$ cat src/hdl/tbbc_pkg.sv
// ----------------------------------------------------------------------------
// Two-band biquad crossover package
// Widths, term codes, command bundle and saturation helpers shared by the
// crossover controller, datapath and channel interfaces.
// ----------------------------------------------------------------------------
package tbbc_pkg;

   localparam int SAMPLE_BITS    = 24;
   localparam int COEF_BITS      = 32;
   localparam int COEF_FRAC_BITS = 30;
   localparam int ACC_BITS       = 2 * COEF_BITS;
   localparam int CSR_INDEX_BITS = 2;
   localparam int TAP_BITS       = 3;

   typedef logic signed [SAMPLE_BITS-1:0] sample_type;
   typedef logic signed [COEF_BITS-1:0]   coef_type;
   typedef logic signed [ACC_BITS-1:0]    acc_type;
   typedef logic [2:0]                    term_type;
   typedef logic [CSR_INDEX_BITS-1:0]     csr_index_type;

   // Register indexes of the configuration port.
   localparam csr_index_type CSR_FEED0 = 2'd0;
   localparam csr_index_type CSR_FEED1 = 2'd1;
   localparam csr_index_type CSR_BACK1 = 2'd2;
   localparam csr_index_type CSR_BACK2 = 2'd3;

   // Product terms of one biquad stage, in issue order.
   localparam term_type TERM_X0 = 3'd0;
   localparam term_type TERM_X1 = 3'd1;
   localparam term_type TERM_X2 = 3'd2;
   localparam term_type TERM_Y1 = 3'd3;
   localparam term_type TERM_Y2 = 3'd4;

   // Last tap of a stage: the multiply of the last term has been issued and
   // only its accumulate remains.
   localparam logic [TAP_BITS-1:0] LAST_TAP = TAP_BITS'(5);

   localparam acc_type ROUND_CONST = acc_type'(64'sd1 <<< (COEF_FRAC_BITS - 1));

   localparam acc_type STAGE_MAX = acc_type'((64'sd1 <<< (COEF_BITS - 1)) - 64'sd1);
   localparam acc_type STAGE_MIN = acc_type'(-(64'sd1 <<< (COEF_BITS - 1)));

   localparam logic signed [COEF_BITS:0] BAND_MAX =
      (COEF_BITS+1)'((64'sd1 <<< (SAMPLE_BITS - 1)) - 64'sd1);
   localparam logic signed [COEF_BITS:0] BAND_MIN =
      (COEF_BITS+1)'(-(64'sd1 <<< (SAMPLE_BITS - 1)));

   // Command bundle from the controller to the datapath.
   typedef struct packed {
      logic     start;     // latch the sample and preload the accumulator
      logic     stage;     // 0 for stage one, 1 for stage two
      logic     mul_en;    // register the product of mul_term
      term_type mul_term;
      logic     acc_en;    // fold the registered product into the sum
      term_type acc_term;
      logic     finish;    // round, clip, and shift the stage delays
      logic     load_out;  // load the band results into the output register
   } cmd_type;

   function automatic coef_type sat_stage(input acc_type v);
      coef_type r;
      if (v > STAGE_MAX) begin
         r = STAGE_MAX[COEF_BITS-1:0];
      end else if (v < STAGE_MIN) begin
         r = STAGE_MIN[COEF_BITS-1:0];
      end else begin
         r = v[COEF_BITS-1:0];
      end
      return r;
   endfunction

   function automatic sample_type sat_band(input logic signed [COEF_BITS:0] v);
      sample_type r;
      if (v > BAND_MAX) begin
         r = BAND_MAX[SAMPLE_BITS-1:0];
      end else if (v < BAND_MIN) begin
         r = BAND_MIN[SAMPLE_BITS-1:0];
      end else begin
         r = v[SAMPLE_BITS-1:0];
      end
      return r;
   endfunction

endpackage

$ cat src/hdl/tbbc_channels.sv
// ----------------------------------------------------------------------------
// Crossover channel interfaces
// Valid/ready channels for the sample requests and the band responses.
// ----------------------------------------------------------------------------
interface tbbc_req_if;
   import tbbc_pkg::*;

   logic       valid;
   logic       ready;
   sample_type sample_in;

   modport source (output valid, output sample_in, input ready);
   modport sink   (input valid, input sample_in, output ready);
endinterface

interface tbbc_rsp_if;
   import tbbc_pkg::*;

   logic       valid;
   logic       ready;
   sample_type low_band;
   sample_type high_band;

   modport source (output valid, output low_band, output high_band, input ready);
   modport sink   (input valid, input low_band, input high_band, output ready);
endinterface

$ cat src/hdl/tbbc_ctrl.sv
// ----------------------------------------------------------------------------
// Crossover controller
// Sequences the shared multiplier over both biquad stages and owns the
// request and response handshakes.
// ----------------------------------------------------------------------------
module tbbc_ctrl (
   input  logic             clock,
   input  logic             reset,
   input  logic             req_valid,
   output logic             req_ready,
   output logic             rsp_valid,
   input  logic             rsp_ready,
   output tbbc_pkg::cmd_type cmd
);
   import tbbc_pkg::*;

   localparam logic [1:0] ST_IDLE = 2'd0;
   localparam logic [1:0] ST_MAC  = 2'd1;
   localparam logic [1:0] ST_FIN  = 2'd2;
   localparam logic [1:0] ST_OUT  = 2'd3;

   logic [1:0]          state_ff, state_in;
   logic [TAP_BITS-1:0] tap_ff, tap_in;
   logic                stage_ff, stage_in;
   logic                out_valid_ff, out_valid_in;

   always_comb begin
      state_in     = state_ff;
      tap_in       = tap_ff;
      stage_in     = stage_ff;
      out_valid_in = out_valid_ff;
      cmd          = '0;
      cmd.stage    = stage_ff;
      cmd.mul_term = term_type'(tap_ff);
      cmd.acc_term = term_type'(tap_ff - TAP_BITS'(1));
      req_ready    = 1'b0;

      if (out_valid_ff && rsp_ready) begin
         out_valid_in = 1'b0;
      end

      unique case (state_ff)
         ST_IDLE: begin
            req_ready = 1'b1;
            if (req_valid) begin
               cmd.start = 1'b1;
               tap_in    = '0;
               stage_in  = 1'b0;
               state_in  = ST_MAC;
            end
         end
         ST_MAC: begin
            cmd.mul_en = (tap_ff != LAST_TAP);
            cmd.acc_en = (tap_ff != '0);
            tap_in     = tap_ff + TAP_BITS'(1);
            if (tap_ff == LAST_TAP) begin
               state_in = ST_FIN;
            end
         end
         ST_FIN: begin
            cmd.finish = 1'b1;
            tap_in     = '0;
            if (stage_ff) begin
               state_in = ST_OUT;
            end else begin
               stage_in = 1'b1;
               state_in = ST_MAC;
            end
         end
         ST_OUT: begin
            // Wait until the output register is free or being emptied.
            if (!out_valid_ff || rsp_ready) begin
               cmd.load_out = 1'b1;
               out_valid_in = 1'b1;
               state_in     = ST_IDLE;
            end
         end
         default: begin
            state_in = ST_IDLE;
         end
      endcase
   end

   always_ff @(posedge clock) begin
      if (reset) begin
         state_ff     <= ST_IDLE;
         tap_ff       <= '0;
         stage_ff     <= 1'b0;
         out_valid_ff <= 1'b0;
      end else begin
         state_ff     <= state_in;
         tap_ff       <= tap_in;
         stage_ff     <= stage_in;
         out_valid_ff <= out_valid_in;
      end
   end

   assign rsp_valid = out_valid_ff;

endmodule

$ cat src/hdl/tbbc_datapath.sv
// ----------------------------------------------------------------------------
// Crossover datapath
// Coefficient registers, per-stage delay lines, one shared 32x32 multiplier,
// a 64-bit accumulator and the band output register.
// ----------------------------------------------------------------------------
module tbbc_datapath (
   input  logic                    clock,
   input  logic                    reset,
   input  tbbc_pkg::cmd_type       cmd,
   input  tbbc_pkg::sample_type    sample_in,
   input  logic                    csr_we,
   input  tbbc_pkg::csr_index_type csr_index,
   input  tbbc_pkg::coef_type      csr_wdata,
   output tbbc_pkg::sample_type    low_band,
   output tbbc_pkg::sample_type    high_band
);
   import tbbc_pkg::*;

   coef_type   feed0_ff, feed1_ff, back1_ff, back2_ff;
   sample_type sample_ff;
   sample_type s1_xd_ff [2];
   coef_type   s1_yd_ff [2];
   coef_type   s2_xd_ff [2];
   coef_type   s2_yd_ff [2];
   acc_type    prod_ff, prod_in;
   acc_type    acc_ff, acc_in;
   sample_type low_ff, high_ff;

   coef_type   mul_coef, mul_data;
   coef_type   stage_y;
   acc_type    acc_shifted;
   logic signed [COEF_BITS:0] s2_wide, x_wide;

   function automatic coef_type widen(input sample_type s);
      return {{(COEF_BITS-SAMPLE_BITS){s[SAMPLE_BITS-1]}}, s};
   endfunction

   // Operand selection for the shared multiplier.
   always_comb begin
      unique case (cmd.mul_term)
         TERM_X0: begin
            mul_coef = feed0_ff;
            mul_data = cmd.stage ? s1_yd_ff[0] : widen(sample_ff);
         end
         TERM_X1: begin
            mul_coef = feed1_ff;
            mul_data = cmd.stage ? s2_xd_ff[0] : widen(s1_xd_ff[0]);
         end
         TERM_X2: begin
            mul_coef = feed0_ff;
            mul_data = cmd.stage ? s2_xd_ff[1] : widen(s1_xd_ff[1]);
         end
         TERM_Y1: begin
            mul_coef = back1_ff;
            mul_data = cmd.stage ? s2_yd_ff[0] : s1_yd_ff[0];
         end
         TERM_Y2: begin
            mul_coef = back2_ff;
            mul_data = cmd.stage ? s2_yd_ff[1] : s1_yd_ff[1];
         end
         default: begin
            mul_coef = '0;
            mul_data = '0;
         end
      endcase
   end

   assign prod_in = acc_type'(mul_coef) * acc_type'(mul_data);

   // Feedback terms are subtracted; the sum wraps modulo 2^64.
   always_comb begin
      acc_in = acc_ff;
      if (cmd.start || cmd.finish) begin
         acc_in = ROUND_CONST;
      end else if (cmd.acc_en) begin
         if (cmd.acc_term == TERM_Y1 || cmd.acc_term == TERM_Y2) begin
            acc_in = acc_ff - prod_ff;
         end else begin
            acc_in = acc_ff + prod_ff;
         end
      end
   end

   assign acc_shifted = acc_ff >>> COEF_FRAC_BITS;
   assign stage_y     = sat_stage(acc_shifted);

   assign s2_wide = {s2_yd_ff[0][COEF_BITS-1], s2_yd_ff[0]};
   assign x_wide  = {{(COEF_BITS+1-SAMPLE_BITS){sample_ff[SAMPLE_BITS-1]}}, sample_ff};

   always_ff @(posedge clock) begin
      if (cmd.mul_en) begin
         prod_ff <= prod_in;
      end
      acc_ff <= acc_in;
      if (cmd.start) begin
         sample_ff <= sample_in;
      end
      if (cmd.load_out) begin
         low_ff  <= sat_band(s2_wide);
         high_ff <= sat_band(x_wide - s2_wide);
      end
   end

   always_ff @(posedge clock) begin
      if (reset) begin
         feed0_ff <= '0;
         feed1_ff <= '0;
         back1_ff <= '0;
         back2_ff <= '0;
         s1_xd_ff <= '{default: '0};
         s1_yd_ff <= '{default: '0};
         s2_xd_ff <= '{default: '0};
         s2_yd_ff <= '{default: '0};
      end else begin
         if (csr_we) begin
            unique case (csr_index)
               CSR_FEED0: feed0_ff <= csr_wdata;
               CSR_FEED1: feed1_ff <= csr_wdata;
               CSR_BACK1: back1_ff <= csr_wdata;
               CSR_BACK2: back2_ff <= csr_wdata;
               default: begin
               end
            endcase
         end
         if (cmd.finish) begin
            if (cmd.stage) begin
               s2_xd_ff[1] <= s2_xd_ff[0];
               s2_xd_ff[0] <= s1_yd_ff[0];
               s2_yd_ff[1] <= s2_yd_ff[0];
               s2_yd_ff[0] <= stage_y;
            end else begin
               s1_xd_ff[1] <= s1_xd_ff[0];
               s1_xd_ff[0] <= sample_ff;
               s1_yd_ff[1] <= s1_yd_ff[0];
               s1_yd_ff[0] <= stage_y;
            end
         end
      end
   end

   assign low_band  = low_ff;
   assign high_band = high_ff;

endmodule

$ cat src/hdl/two_band_biquad_crossover_unit.sv
// ----------------------------------------------------------------------------
// Two-band biquad crossover unit
// Fourth-order low band from two cascaded direct-form-I biquads, plus the
// complementary high band (input minus the stage-two output before the band clip).
// ----------------------------------------------------------------------------
// Usage:
// A sample word arrives on req_chan and is taken when valid and ready are
// both high. Ready is high only while the unit is idle. The sample runs
// through stage one and then stage two on one shared 32x32 multiplier: each
// stage issues its five multiplies, drains the last accumulate and then
// rounds and clips. The response word (low band, high band) is then loaded
// into the output register before the unit takes the next sample.
// The output register separates the two sides: a new sample is accepted
// while the previous response still waits on rsp_chan. If that response is
// still unread when the next one is finished, the unit holds the new result
// until rsp_chan.ready rises. The user must see that coefficients are written
// through the csr_ port only while the unit is idle; the unit does not
// enforce this. Reset clears the coefficients, all stage delays and the
// response valid flag; the unit accepts a sample in the first cycle after.
// ----------------------------------------------------------------------------
module two_band_biquad_crossover_unit (
   input  logic                    clock,
   input  logic                    reset,
   tbbc_req_if.sink                req_chan,
   tbbc_rsp_if.source              rsp_chan,
   input  logic                    csr_we,
   input  tbbc_pkg::csr_index_type csr_index,
   input  tbbc_pkg::coef_type      csr_wdata
);
   import tbbc_pkg::*;

   cmd_type    cmd;
   logic       req_ready;
   logic       rsp_valid;
   sample_type low_band;
   sample_type high_band;

   // The controller decides when each multiply, accumulate and stage update
   // happens; the datapath only follows its commands.
   tbbc_ctrl u_ctrl (
      .clock     (clock),
      .reset     (reset),
      .req_valid (req_chan.valid),
      .req_ready (req_ready),
      .rsp_valid (rsp_valid),
      .rsp_ready (rsp_chan.ready),
      .cmd       (cmd)
   );

   tbbc_datapath u_datapath (
      .clock     (clock),
      .reset     (reset),
      .cmd       (cmd),
      .sample_in (req_chan.sample_in),
      .csr_we    (csr_we),
      .csr_index (csr_index),
      .csr_wdata (csr_wdata),
      .low_band  (low_band),
      .high_band (high_band)
   );

   assign req_chan.ready     = req_ready;
   assign rsp_chan.valid     = rsp_valid;
   assign rsp_chan.low_band  = low_band;
   assign rsp_chan.high_band = high_band;

   // The unit is busy right after it takes a sample.
   assert property (@(posedge clock) disable iff (reset)
      (req_chan.valid && req_chan.ready) |=> !req_chan.ready)
      else $error("crossover accepted a sample while busy");

   // After a sample is taken, stage one's taps and finish and stage two's taps run before stage two finishes.
   assert property (@(posedge clock) disable iff (reset)
      (req_chan.valid && req_chan.ready) |-> ##14 cmd.finish && cmd.stage)
      else $error("stage two did not finish on schedule");

   // A new result never overwrites one that has not been taken.
   assert property (@(posedge clock) disable iff (reset)
      cmd.load_out |-> (!rsp_chan.valid || rsp_chan.ready))
      else $error("unread response overwritten");

endmodule

$ cat src/flat_wrapper.sv
// flat-port wrapper written by rule: the top's interface ports become plain ports
module two_band_biquad_crossover_unit_flat import tbbc_pkg::*;
  (clock, reset, csr_we, csr_index, csr_wdata, req_chan_valid, req_chan_sample_in, req_chan_ready, rsp_chan_valid, rsp_chan_low_band, rsp_chan_high_band, rsp_chan_ready);
  tbbc_req_if req_chan_i ();
  tbbc_rsp_if rsp_chan_i ();
  input  logic clock;
  input  logic reset;
  input  logic csr_we;
  input  tbbc_pkg::csr_index_type csr_index;
  input  tbbc_pkg::coef_type csr_wdata;
  input wire logic [$bits(req_chan_i.valid)-1:0] req_chan_valid;
  input wire logic [$bits(req_chan_i.sample_in)-1:0] req_chan_sample_in;
  output wire logic [$bits(req_chan_i.ready)-1:0] req_chan_ready;
  output wire logic [$bits(rsp_chan_i.valid)-1:0] rsp_chan_valid;
  output wire logic [$bits(rsp_chan_i.low_band)-1:0] rsp_chan_low_band;
  output wire logic [$bits(rsp_chan_i.high_band)-1:0] rsp_chan_high_band;
  input wire logic [$bits(rsp_chan_i.ready)-1:0] rsp_chan_ready;
  assign req_chan_i.valid = req_chan_valid;
  assign req_chan_i.sample_in = req_chan_sample_in;
  assign req_chan_ready = req_chan_i.ready;
  assign rsp_chan_valid = rsp_chan_i.valid;
  assign rsp_chan_low_band = rsp_chan_i.low_band;
  assign rsp_chan_high_band = rsp_chan_i.high_band;
  assign rsp_chan_i.ready = rsp_chan_ready;
  two_band_biquad_crossover_unit u_core (.clock(clock), .reset(reset), .req_chan(req_chan_i), .rsp_chan(rsp_chan_i), .csr_we(csr_we), .csr_index(csr_index), .csr_wdata(csr_wdata));
endmodule
$ cat config.mk
export PLATFORM = sky130hd
export DESIGN_NAME = two_band_biquad_crossover_unit_flat
export DESIGN_NICKNAME = d
export VERILOG_FILES = /design/src/hdl/tbbc_pkg.sv /design/src/hdl/tbbc_channels.sv /design/src/hdl/tbbc_ctrl.sv /design/src/hdl/tbbc_datapath.sv /design/src/hdl/two_band_biquad_crossover_unit.sv /design/src/flat_wrapper.sv
export SDC_FILE = /design/constraint.sdc
export NUM_CORES = 2
export LEC_CHECK = 0
export ABC_AREA = 1
export BUFFER_PORTS_ARGS = -buffer_cell sky130_fd_sc_hd__buf_4
export CAP_MARGIN = 25
export CORE_ASPECT_RATIO = 0.8
export CORE_MARGIN = 1
export CORE_UTILIZATION = 45
export CTS_BUF_LIST = sky130_fd_sc_hd__clkbuf_4
export CTS_CLUSTER_SIZE = 14
export DETAILED_ROUTE_END_ITERATION = 16
export PLACE_DENSITY = 0.64
export SYNTH_ARGS = -nofsm -noshare
export SYNTH_HDL_FRONTEND = slang
export SYNTH_SLANG_ARGS = --single-unit
$ cat constraint.sdc
create_clock -name clock -period 9.8 [get_ports clock]
set_clock_uncertainty 0.15 [all_clocks]
set_input_delay 1.96 -clock clock [delete_from_list [all_inputs] [get_ports clock]]
set_output_delay 1.96 -clock clock [all_outputs]
set_load 0.05 [all_outputs]
==> out/qor.txt <==
Final setup violating endpoints: 0
Drt total wl: 242900 µm
Gate Count Post-Synth: 8926
Ports: 113
Hold_ws: 0.3011 ns
Tot Pwr: 21.41 mW
Synth unique cells: 55
Crit. Startpoint: u_core.u_ctrl.tap_ff[1]
R2R Path Start: u_core.u_ctrl.tap_ff[1]
Multi-input logic area: 47500 µm²
Overall routing resource usage: 0.3178
Main synth FF type: dfxtp_1
Worst path arrival time: 10.28 ns
Antenna Nets Post-Route: 0
Die Area: 154400 µm²
Drt first pass iters: 6
Ys Warns: 0
Die X: 439.0 µm
Min-delay worst type: register to register
Clock transition at the registers of the reported paths: 0.06 ns
Worst-Margin Slew: 1.053 ns
Crit path required time: 10.50 ns
Slew margin rel.: 0.2981
Synth top area cells: fa_1 (32%), dfxtp_1 (13%), inv_1 (10%)
Post-synthesis sequential area ratio: 0.1872
Yosys top cell area share: 0.3156
IO buf count: 112
Routed vias: 60867
Initial core utilization: 0.4560
Via-per-instance ratio: 5.438
Top cells by instance count after synthesis: inv_1 (1843), nand2_1 (1486), nor2_1 (1192)
Floorplan row count: 127
Placed Area: 72690 µm²
Top-count cell post-synth: inv_1
Hold Vio Cnt, Final: 0
Global route overflow: 0
Number of global-route vias before repair: 59767
Max_cap viols: 0
First-pass GRT wire length: 369900 µm
Post-synth EDFFs: 136
Clk sink count: 575
Initial drt markers: 6306
Pleak: 35.86 nW
H-tree depth: 4
Final worst-path cycle share: 0.9776
Non-Filler Instances: 11193
Largest net degree at the start of global routing: 134
Setup crit end kind: register
Status: finished clean
Core area: 150800 µm²
Crit-path max cell delay: 0.64 ns
Final slew viol count: 0
Async S/R FF share, synth: 0
Die Span Y: 351.6 µm
Register area: 12880 µm²
CTS root buf: clkbuf_4
Area Overhead vs Synth: 9.280%
Post-CTS Hold Fix Bufs: 0
Worst path most repeated cell: fa_1
Placed cells: 10892
Netlist Area Pre-Place: 68760 µm²
Minimum clock period: 9.580 ns
DRC errors left: 0
Highest clock rate: 0.1044 GHz
R2R Setup Slk: 0.22 ns
Area leader, netlist: fa_1
FILL cells: 14848
Crit path max fanout: 13
HPWL after DPL: 195800 µm
TritonCTS clock tree: yes
Post-synthesis net count: 10361
Post-synthesis register bit count: 575
Final net count: 10504
P per Cell Area: 284.9 nW/µm²
Share of cells above drive strength 1: 0.08469
Final instance area: 75140 µm²
WS Path Type: register to register
Initial antenna violation count: 8
WL per Instance: 21.70 µm
Peak supply drop: 0.4287 mV
CTS Buf Count: 160
Skew-Pair Late Insertion Delay: 1.20 ns
Hold_sp: u_core.u_datapath.back2_ff[0]
RePlAce Congestion: 1.019
Syn Area/Cell: 7.703 µm²
Critical path's slowest cell: fa_1
Startpoint Class: register
Clock tree buffer depth: 3
[cell families after synthesis]
logic type,share of synthesized area
adders and majority gates,0.3680
DFF,0.1872
and+or+nand+nor,0.1742
xor gates and xnor gates,0.02280
AOI/OAI and AO/OA,0.1212
buffers and inverters,0.1266
[layout by cell type, fill, tap and decap left out, types with 7 or more instances in the layout]
cell type and n:
nand3_1 172, a22o_1 26, o21bai_1 18, o22ai_1 32
nand4_1 33, o21ai_1 7, o21ai_2 23, clkinv_1 16
nand2_1 1486, and3_1 9, inv_1 1833, clkinvlp_4 10
dfxtp_1 437, fa_1 1081, o211ai_1 8, a21o_1 22
a211oi_1 23, diode_2 8, nor3_4 9, nor3_1 52
buf_12 22, edfxtp_1 136, nor2_1 1166, nor4_1 16
ha_1 285, o21ai_0 583, a31oi_1 21, buf_6 17
clkinv_2 10, buf_4 313, clkbuf_4 241, nor3_2 14
a21oi_1 689, xor2_1 126, inv_2 29, nor2_2 25
o21a_1 15, a21oi_2 7, a221oi_1 28, xnor2_1 52
[metrics by stage]
step	setup TNS, ns	util	worst slack, ns
2_1_floorplan	0	-	1.197
3_3_place_gp	-0.2020	0.4819	-0.09915
3_5_place_dp	0	0.4820	0.1089
4_1_cts	0	0.4957	0.05081
5_1_grt	-0.02151	0.4983	-0.01098
6_report	0	0.4983	0.2195
[state kept, by name, summed over array words and instances, names as in the netlist]
signal	cells
u_core.u_datapath.low_band	24
u_core.u_ctrl.tap_ff	3
u_core.u_datapath.feed1_ff	32
u_core.u_datapath.high_band	24
u_core.u_ctrl.rsp_valid	1
u_core.u_datapath.s2_wide	32
u_core.u_ctrl.state_ff	2
u_core.u_datapath.s2_xd_ff	64
u_core.u_datapath.sample_ff	24
u_core.u_datapath.feed0_ff	32
u_core.u_datapath.back1_ff	32
u_core.u_datapath.s1_xd_ff	48
u_core.u_datapath.s2_yd_ff	32
u_core.u_datapath.prod_ff	64
u_core.u_datapath.back2_ff	32
u_core.u_datapath.s1_yd_ff	64
u_core.u_datapath.acc_ff	64
u_core.u_ctrl.stage_ff	1
[critical path, delay by kind of cell (launching register included)]
family	cells	cell delay, ns
AOI/OAI and AO/OA	6	1.08
xor gates and xnor gates	1	0.26
adders and majority gates	10	4.72
buffers and inverters	12	1.90
DFF	1	0.39
and+or+nand+nor	4	0.71
[cell type report]
cell class                      instances  area share
Clock buffer                          241     0.02408
Antenna cell                            8   0.0002664
Tap cell                             1999     0.03329
Clock inverter                         38    0.003280
Sequential cell                       575      0.1714
Timing Repair inverter                  1  0.00009991
Multi-Input combinational cell       6100      0.6322
Timing Repair Buffer                  357     0.04131
Inverter                             1874     0.09415
[repair_timing]
item,4_1_cts,5_1_grt
setup endpoints to repair,1,33
gates resized for setup,1,63
buffers inserted,0,9
pin swaps,0,1
cloned,0,2
[report_power, final]
part | leakage [nW] | internal (mW) | total (mW) | switching [mW]
clock | 1.23 | 1.14 | 2.30 | 1.17
combinational | 29.8 | 5.28 | 15.8 | 10.5
sequential | 4.84 | 3.04 | 3.32 | 0.281
[path summary, 6_finish.rpt]
check                                  endpoint  depth (start not counted)
setup / recovery  u_core.u_datapath.prod_ff[48]                         33
hold / removal    u_core.u_datapath.back2_ff[0]                          2
setup reg to reg  u_core.u_datapath.prod_ff[48]                         33
hold reg to reg   u_core.u_datapath.back2_ff[0]                          2
[metal layers]
| metal | track usage | vias to the layer above | share of wire |
|---|---|---|---|
| met5 | 0.002481 | - | 0.00024 |
| met4 | 0.07061 | 2 | 0.020 |
| met3 | 0.08521 | 313 | 0.11 |
| met2 | 0.4549 | 2980 | 0.42 |
| met1 | 0.4745 | 29904 | 0.45 |
| li1 | - | 27668 | - |
Note: power is estimated with default switching activity, not from simulation.
